==> config.mk <==
export PLATFORM = sky130hd
export DESIGN_NAME = htc_lane
export DESIGN_NICKNAME = d
export VERILOG_FILES = /design/src/rtl/core/htc_pkg.sv /design/src/rtl/core/htc_lane.sv
export SDC_FILE = /design/constraint.sdc
export NUM_CORES = 2
export LEC_CHECK = 0
export BUFFER_PORTS_ARGS = -buffer_cell sky130_fd_sc_hd__buf_2
export CAP_MARGIN = 20
export CORE_ASPECT_RATIO = 0.7
export CORE_UTILIZATION = 50
export DETAILED_ROUTE_END_ITERATION = 7
export HOLD_SLACK_MARGIN = 0.06
export PLACE_DENSITY = 0.65
export SLEW_MARGIN = 20
export SYNTH_ARGS = -nofsm -noshare
export SYNTH_HDL_FRONTEND = slang
export SYNTH_SLANG_ARGS = --single-unit
==> constraint.sdc <==
create_clock -name clock -period 9.49 [get_ports clock]
set_clock_uncertainty 0.05 [all_clocks]
set_input_delay 0.4745 -clock clock [delete_from_list [all_inputs] [get_ports clock]]
set_output_delay 0.4745 -clock clock [all_outputs]
set_load 0.03 [all_outputs]
==> src/rtl/core/htc_pkg.sv <==
// ----------------------------------------------------------------------------
// htc_pkg
// shared constants, types and helpers for the hyperbolic tone curve core
// ----------------------------------------------------------------------------
package htc_pkg;

   localparam int unsigned CHANNEL_BITS_DEFAULT = 16;
   localparam int unsigned FIELD_BITS           = 16;
   localparam int unsigned STRENGTH_BITS        = 16;
   localparam int unsigned NUM_LANES            = 4;
   localparam int unsigned CSR_INDEX_BITS       = 1;

   // |s| fits in 16 bits (32768 at most), 4096+|s| (36864 at most) is held in 17
   localparam int unsigned MAG_BITS   = 16;
   localparam int unsigned SCALE_BITS = 17;
   localparam int unsigned NUM_BITS   = FIELD_BITS + SCALE_BITS + FIELD_BITS;  // 49
   localparam int unsigned DEN_BITS   = FIELD_BITS + SCALE_BITS;               // 33
   localparam int unsigned QUO_BITS   = FIELD_BITS + 1;

   typedef enum logic [CSR_INDEX_BITS-1:0] {
      CSR_COLOR_STRENGTH = 1'b0,
      CSR_ALPHA_STRENGTH = 1'b1
   } csr_index_type;

   typedef struct packed {
      logic [FIELD_BITS-1:0] red;
      logic [FIELD_BITS-1:0] green;
      logic [FIELD_BITS-1:0] blue;
      logic [FIELD_BITS-1:0] alpha;
   } pixel_type;

   // per-channel control that travels down a lane next to the quotient
   typedef struct packed {
      logic                  bypass;
      logic                  mirror;
      logic [FIELD_BITS-1:0] orig;
   } lane_ctrl_type;

endpackage

==> src/rtl/core/htc_lane.sv <==
// ----------------------------------------------------------------------------
// htc_lane
// one channel lane: operand setup, pipelined restoring divider, rounding
// ----------------------------------------------------------------------------
module htc_lane #(
   parameter int unsigned CHANNEL_BITS = htc_pkg::CHANNEL_BITS_DEFAULT
) (
   input  logic                                clock,
   input  logic                                advance,
   input  logic [htc_pkg::FIELD_BITS-1:0]      chan,
   input  logic [htc_pkg::STRENGTH_BITS-1:0]   strength,
   output logic [htc_pkg::FIELD_BITS-1:0]      result
);
   import htc_pkg::*;

   localparam logic [FIELD_BITS-1:0] MAXV = FIELD_BITS'((32'd1 << CHANNEL_BITS) - 32'd1);
   localparam int unsigned DIV_STAGES = QUO_BITS;

   // stage 0: operands
   logic [MAG_BITS-1:0]   mag;
   logic                  mirror;
   logic                  bypass;
   logic [FIELD_BITS-1:0] u;

   assign mirror = ~strength[STRENGTH_BITS-1];
   assign mag    = strength[STRENGTH_BITS-1] ? MAG_BITS'(-strength) : strength;
   assign bypass = (strength == '0) || (chan == '0) || (chan >= MAXV);
   assign u      = mirror ? FIELD_BITS'(MAXV - chan) : chan;

   // stage 1 registers: products
   logic [SCALE_BITS+FIELD_BITS-1:0] mu_ff, mu_in;      // max*(4096+|s|)
   logic [DEN_BITS-1:0]              den_ff, den_in;
   logic [FIELD_BITS-1:0]            u_ff;
   lane_ctrl_type                    c1_ff, c1_in;

   assign mu_in  = (SCALE_BITS+FIELD_BITS)'(MAXV) *
                   (SCALE_BITS+FIELD_BITS)'({1'b0, mag} + SCALE_BITS'(4096));
   assign den_in = (DEN_BITS'(MAXV) << 12) + DEN_BITS'(mag) * DEN_BITS'(u);
   assign c1_in  = '{bypass: bypass, mirror: mirror, orig: chan};

   always_ff @(posedge clock) begin
      if (advance) begin
         mu_ff  <= mu_in;
         den_ff <= den_in;
         u_ff   <= u;
         c1_ff  <= c1_in;
      end
   end

   // stage 2: numerator, split product (33x16) registered
   logic [NUM_BITS-1:0] num_ff, num_in;
   logic [DEN_BITS-1:0] den2_ff;
   lane_ctrl_type       c2_ff;

   assign num_in = NUM_BITS'(mu_ff) * NUM_BITS'(u_ff);

   always_ff @(posedge clock) begin
      if (advance) begin
         num_ff  <= num_in;
         den2_ff <= den_ff;
         c2_ff   <= c1_ff;
      end
   end

   // divider pipeline: one quotient bit per stage, msb first
   // quotient < 2*MAX so QUO_BITS bits suffice; remainder < den
   logic [DEN_BITS:0]     rem_ff  [1:DIV_STAGES];
   logic [QUO_BITS-1:0]   quo_ff  [1:DIV_STAGES];
   logic [NUM_BITS-1:0]   nsh_ff  [1:DIV_STAGES];
   logic [DEN_BITS-1:0]   dv_ff   [1:DIV_STAGES];
   lane_ctrl_type         cd_ff   [1:DIV_STAGES];

   // num >> QUO_BITS is below den, since the quotient fits in QUO_BITS bits, so the
   // remainder starts as num >> QUO_BITS
   logic [DEN_BITS:0] rem_init;
   assign rem_init = (DEN_BITS+1)'(num_ff >> QUO_BITS);

   for (genvar g = 0; g < DIV_STAGES; g++) begin : g_div
      logic [DEN_BITS:0]   r_cur;
      logic [QUO_BITS-1:0] q_cur;
      logic [NUM_BITS-1:0] n_cur;
      logic [DEN_BITS-1:0] d_cur;
      lane_ctrl_type       c_cur;
      logic [DEN_BITS+1:0] trial;
      logic [DEN_BITS:0]   rem_in;
      logic                bit_q;

      if (g == 0) begin : g_head
         assign r_cur = rem_init;
         assign q_cur = '0;
         assign n_cur = num_ff << (NUM_BITS - QUO_BITS);
         assign d_cur = den2_ff;
         assign c_cur = c2_ff;
      end else begin : g_body
         assign r_cur = rem_ff[g];
         assign q_cur = quo_ff[g];
         assign n_cur = nsh_ff[g];
         assign d_cur = dv_ff[g];
         assign c_cur = cd_ff[g];
      end

      assign trial  = {r_cur, n_cur[NUM_BITS-1]};
      assign bit_q  = trial >= (DEN_BITS+2)'(d_cur);
      assign rem_in = bit_q ? (DEN_BITS+1)'(trial - (DEN_BITS+2)'(d_cur))
                            : (DEN_BITS+1)'(trial);

      always_ff @(posedge clock) begin
         if (advance) begin
            rem_ff[g+1] <= rem_in;
            quo_ff[g+1] <= {q_cur[QUO_BITS-2:0], bit_q};
            nsh_ff[g+1] <= n_cur << 1;
            dv_ff[g+1]  <= d_cur;
            cd_ff[g+1]  <= c_cur;
         end
      end
   end

   // final: rounding and mirroring
   logic [QUO_BITS-1:0] q;
   logic [QUO_BITS-1:0] qc;
   lane_ctrl_type       cf;

   assign q  = quo_ff[DIV_STAGES];
   assign cf = cd_ff[DIV_STAGES];
   assign qc = (rem_ff[DIV_STAGES] != '0) ? QUO_BITS'(q + 1'b1) : q;

   always_comb begin
      if (cf.bypass) begin
         result = cf.orig;
      end else if (!cf.mirror) begin
         result = q[FIELD_BITS-1:0];
      end else if (qc > QUO_BITS'(MAXV)) begin
         result = '0;
      end else begin
         result = FIELD_BITS'(QUO_BITS'(MAXV) - qc);
      end
   end

endmodule

==> results.yml <==
critical_path:
  crit_path_end_kind: "flop"
  arrival_ns: 8.77
  required_ns: 10.00
  cp-start-kind: "flop"
  path_max_fanout: 15
  critical_path_class: "reg2reg"
timing:
  slew_headroom: 0.227
  fmax_ghz: 0.121
  hold_viol: 0
  timing.final.crit_share: 0.871
  rsz0062_at_grt: "no"
  period_minus_slack_ns: 8.27
  drv_slew: 0
  worst_pin_slew_ns: 1.16
  setup_viol: 0
  tns_ns: 0
clock_network:
  root_buffer: "clkbuf_16"
  clockBufferDepth: 4
  ctsHtreeMaxLevel: 4
  clk_latency_ns: 0.90
  path_clk_slew_ns: 0.07
  cts_sinks: 1901
  tritoncts: "built"
  cts_buffers: 191
global_route:
  antenna_found_initial: 10
  grt_usage: 0.236
  grt_overflow: 0
  grt_pass1_vias: 79673
  grt_pass1_wl_um: 463000
  grt_max_degree: 199
cells_and_area:
  syn2layout_area_growth_pct: 8.53
  num-fill-cells: 21164
  finalNetCount: 12848
  drive_gt1_frac: 0.0692
  multi_input_area_um2: 60500
  seqCellArea_um2: 57100
floorplanning:
  die_area_um2: 252000
  core_region_area_um2: 248000
  die_w_um: 600
  num_rows: 153
  die_h_um: 420
  pin_count: 50
  initial_core_util: 0.503
synth:
  syn_area_um2: 125000
  synth_top_family_by_area: "adder cells"
  synth_nets: 12736
  yosys_register_bits: 1901
  yosysWarningCount: 0
  syn_area_per_cell_um2: 11.3
  yosys.area_share.simple: 0.0887
  synth-compound-area-share: 0.109
  synth_xor_xnor_area_share: 0.0439
  synth_fa_ha_area_frac: 0.213
  postSynth.asyncResetShare: 0
  synth_cell_types: 92
  ys_seq_area_frac: 0.457
  synth_edf_count: 1901
  synth_mux_area_frac: 0.0291
  yosys_most_used_dff: "edfxtp_1"
  syn-instance-count: 11026
routing:
  post_drt_via_cell_ratio: 5.56
  drt-total-wl_um: 299000
  wire_per_inst_um: 20.5
  drt-initial-drc-count: 7311
  dr_total_vias: 81280
  ant_nets: 0
  drc_errors: 0
  firstDrtPassIters: 6
outcome:
  status: "finished clean"
hold_path:
  hp-class: "in2reg"
place:
  dpl.hpwl_um: 229000
  gp_congestion: 0.910
  port-buffer-count: 49
flow_run:
  maxCapViolCount: 0
## what timing repair did
item | CTS | global route
resized for setup | 0 | 0
setup buffers | 0 | 0
endpoints found under the hold margin | 19 | 0
hold buffers | 20 | 0
## cell usage after synthesis (13+ instances only)
cell,n,area (µm²)
nand4_1,86,538
a2111oi_0,14,123
a21oi_1,660,3300
xor2_1,219,1920
edfxtp_1,1901,57100
inv_1,1684,6320
nor2b_1,101,632
a211oi_1,49,368
a31o_2,14,123
o41ai_1,13,114
and2_1,204,1280
clkinv_1,13,48.8
mux2_2,278,3130
o21ai_0,457,2290
o21a_1,123,923
o31ai_1,44,330
nand2b_1,94,588
a21o_1,367,2760
a31oi_1,60,375
nor4_1,34,213
a221oi_1,13,114
and4_1,22,193
and3_1,56,350
or3_1,21,131
nor3_1,100,500
xnor2_1,407,3560
nor2_1,560,2100
fa_1,757,15200
or2_2,16,100
a21boi_0,25,188
a211o_1,16,140
buf_2,20,100
o21bai_1,83,623
ha_1,919,11500
o21ai_1,16,80.1
o211ai_1,26,195
clkbuf_1,228,856
o31a_1,24,210
mux2_1,18,203
nand2_1,909,3410
nand3_1,141,706
mux2i_1,30,300
## through the flow
step / setup WS (ns) / utilization / instances / hold slack (ns) / cell area (µm²)
2_1_floorplan: 0.680 / - / 11026 / 0.350 / 125000
6_report: 1.22 / 0.546 / 14616 / 0.225 / 136000
3_5_place_dp: 0.696 / 0.521 / 14254 / 0.355 / 129000
5_1_grt: 0.810 / 0.546 / 14613 / 0.157 / 136000
3_3_place_gp: 0.603 / 0.520 / 14252 / 0.350 / 129000
4_1_cts: 1.14 / 0.546 / 14609 / 0.159 / 136000
## flip-flops by register name, indices dropped and copies added, names as in the netlist
name / count
c1_ff: 18
c2_ff: 18
cd_ff: 306
den2_ff: 33
den_ff: 33
dv_ff: 528
mu_ff: 33
nsh_ff: 136
num_ff: 49
quo_ff: 153
rem_ff: 578
u_ff: 16
## layout by cell type, fill, tap and decap left out, types with 86 or more instances in the layout
cell type  count
nand2_1      909
xnor2_1      407
nand4_1       86
nor2_1       560
inv_1       1684
nand3_1      140
and2_1       203
ha_1         919
nor3_1       100
o21ai_0      457
nor2b_1      101
fa_1         757
buf_4        105
nand2b_1      94
a21o_1       367
xor2_1       219
o21a_1       123
mux2_2       278
clkbuf_16    193
a21oi_1      660
edfxtp_1    1901
## cells by family after synthesis
kind of cell,after synthesis
multiplexers,326
AO/OA/AOI/OAI,2148
other,2
buffers and inverters,1963
AND/OR/NAND/NOR,2383
adder cells (fa/ha/maj),1677
XOR/XNOR,626
flip-flops,1901
## final cells by class
| type | instances | area share |
|---|---|---|
| Antenna cell | 4 | 0.0000738 |
| Timing Repair Buffer | 184 | 0.0107 |
| Clock buffer | 226 | 0.0365 |
| Clock inverter | 109 | 0.00835 |
| Inverter | 1698 | 0.0470 |
| Multi-Input combinational cell | 7162 | 0.446 |
| Tap cell | 3332 | 0.0307 |
| Sequential cell | 1901 | 0.421 |
## path summary, 6_finish.rpt
kind                                          startpoint                        to  slack, ns  cells after the start
worst max-delay path                   u_ff[7]$_DFFE_PP_      num_ff[45]$_DFFE_PP_       1.22                     25
worst min register to register  quo_ff[0][140]$_DFFE_PP_  quo_ff[0][158]$_DFFE_PP_       0.28                      0
worst max register to register         u_ff[7]$_DFFE_PP_      num_ff[45]$_DFFE_PP_       1.22                     25
worst min-delay path                         strength[0]        mu_ff[0]$_DFFE_PP_       0.22                      2
## routing by layer
layer	routed length, µm	vias to the layer above	global-route usage
li1	-	38344	-
met1	141000	39914	0.356
met3	20400	398	0.0376
met5	13	-	0
met2	132000	2622	0.360
met4	6070	2	0.0506
## critical path: stages, from the launching register on
cell	delay (ns)
edfxtp_1	0.96
buf_4	0.33
nand2_1	0.10
fa_1	0.47
inv_1	0.20
fa_1	0.43
inv_1	0.09
fa_1	0.40
inv_1	0.08
fa_1	0.46
fa_1	0.52
inv_1	0.05
fa_1	0.47
inv_1	0.04
ha_1	0.34
a21o_1	0.20
a21oi_1	0.27
nor2b_1	0.23
nand3_1	0.15
a211oi_1	0.55
o31ai_1	0.28
o21ai_0	0.25
a311oi_1	0.26
a31oi_1	0.41
mux2i_1	0.23
o2111ai_1	0.14
Power is left out: the tool's default activity adds up to more than one toggle a clock period on the data nets, which glitch-free logic cannot reach.
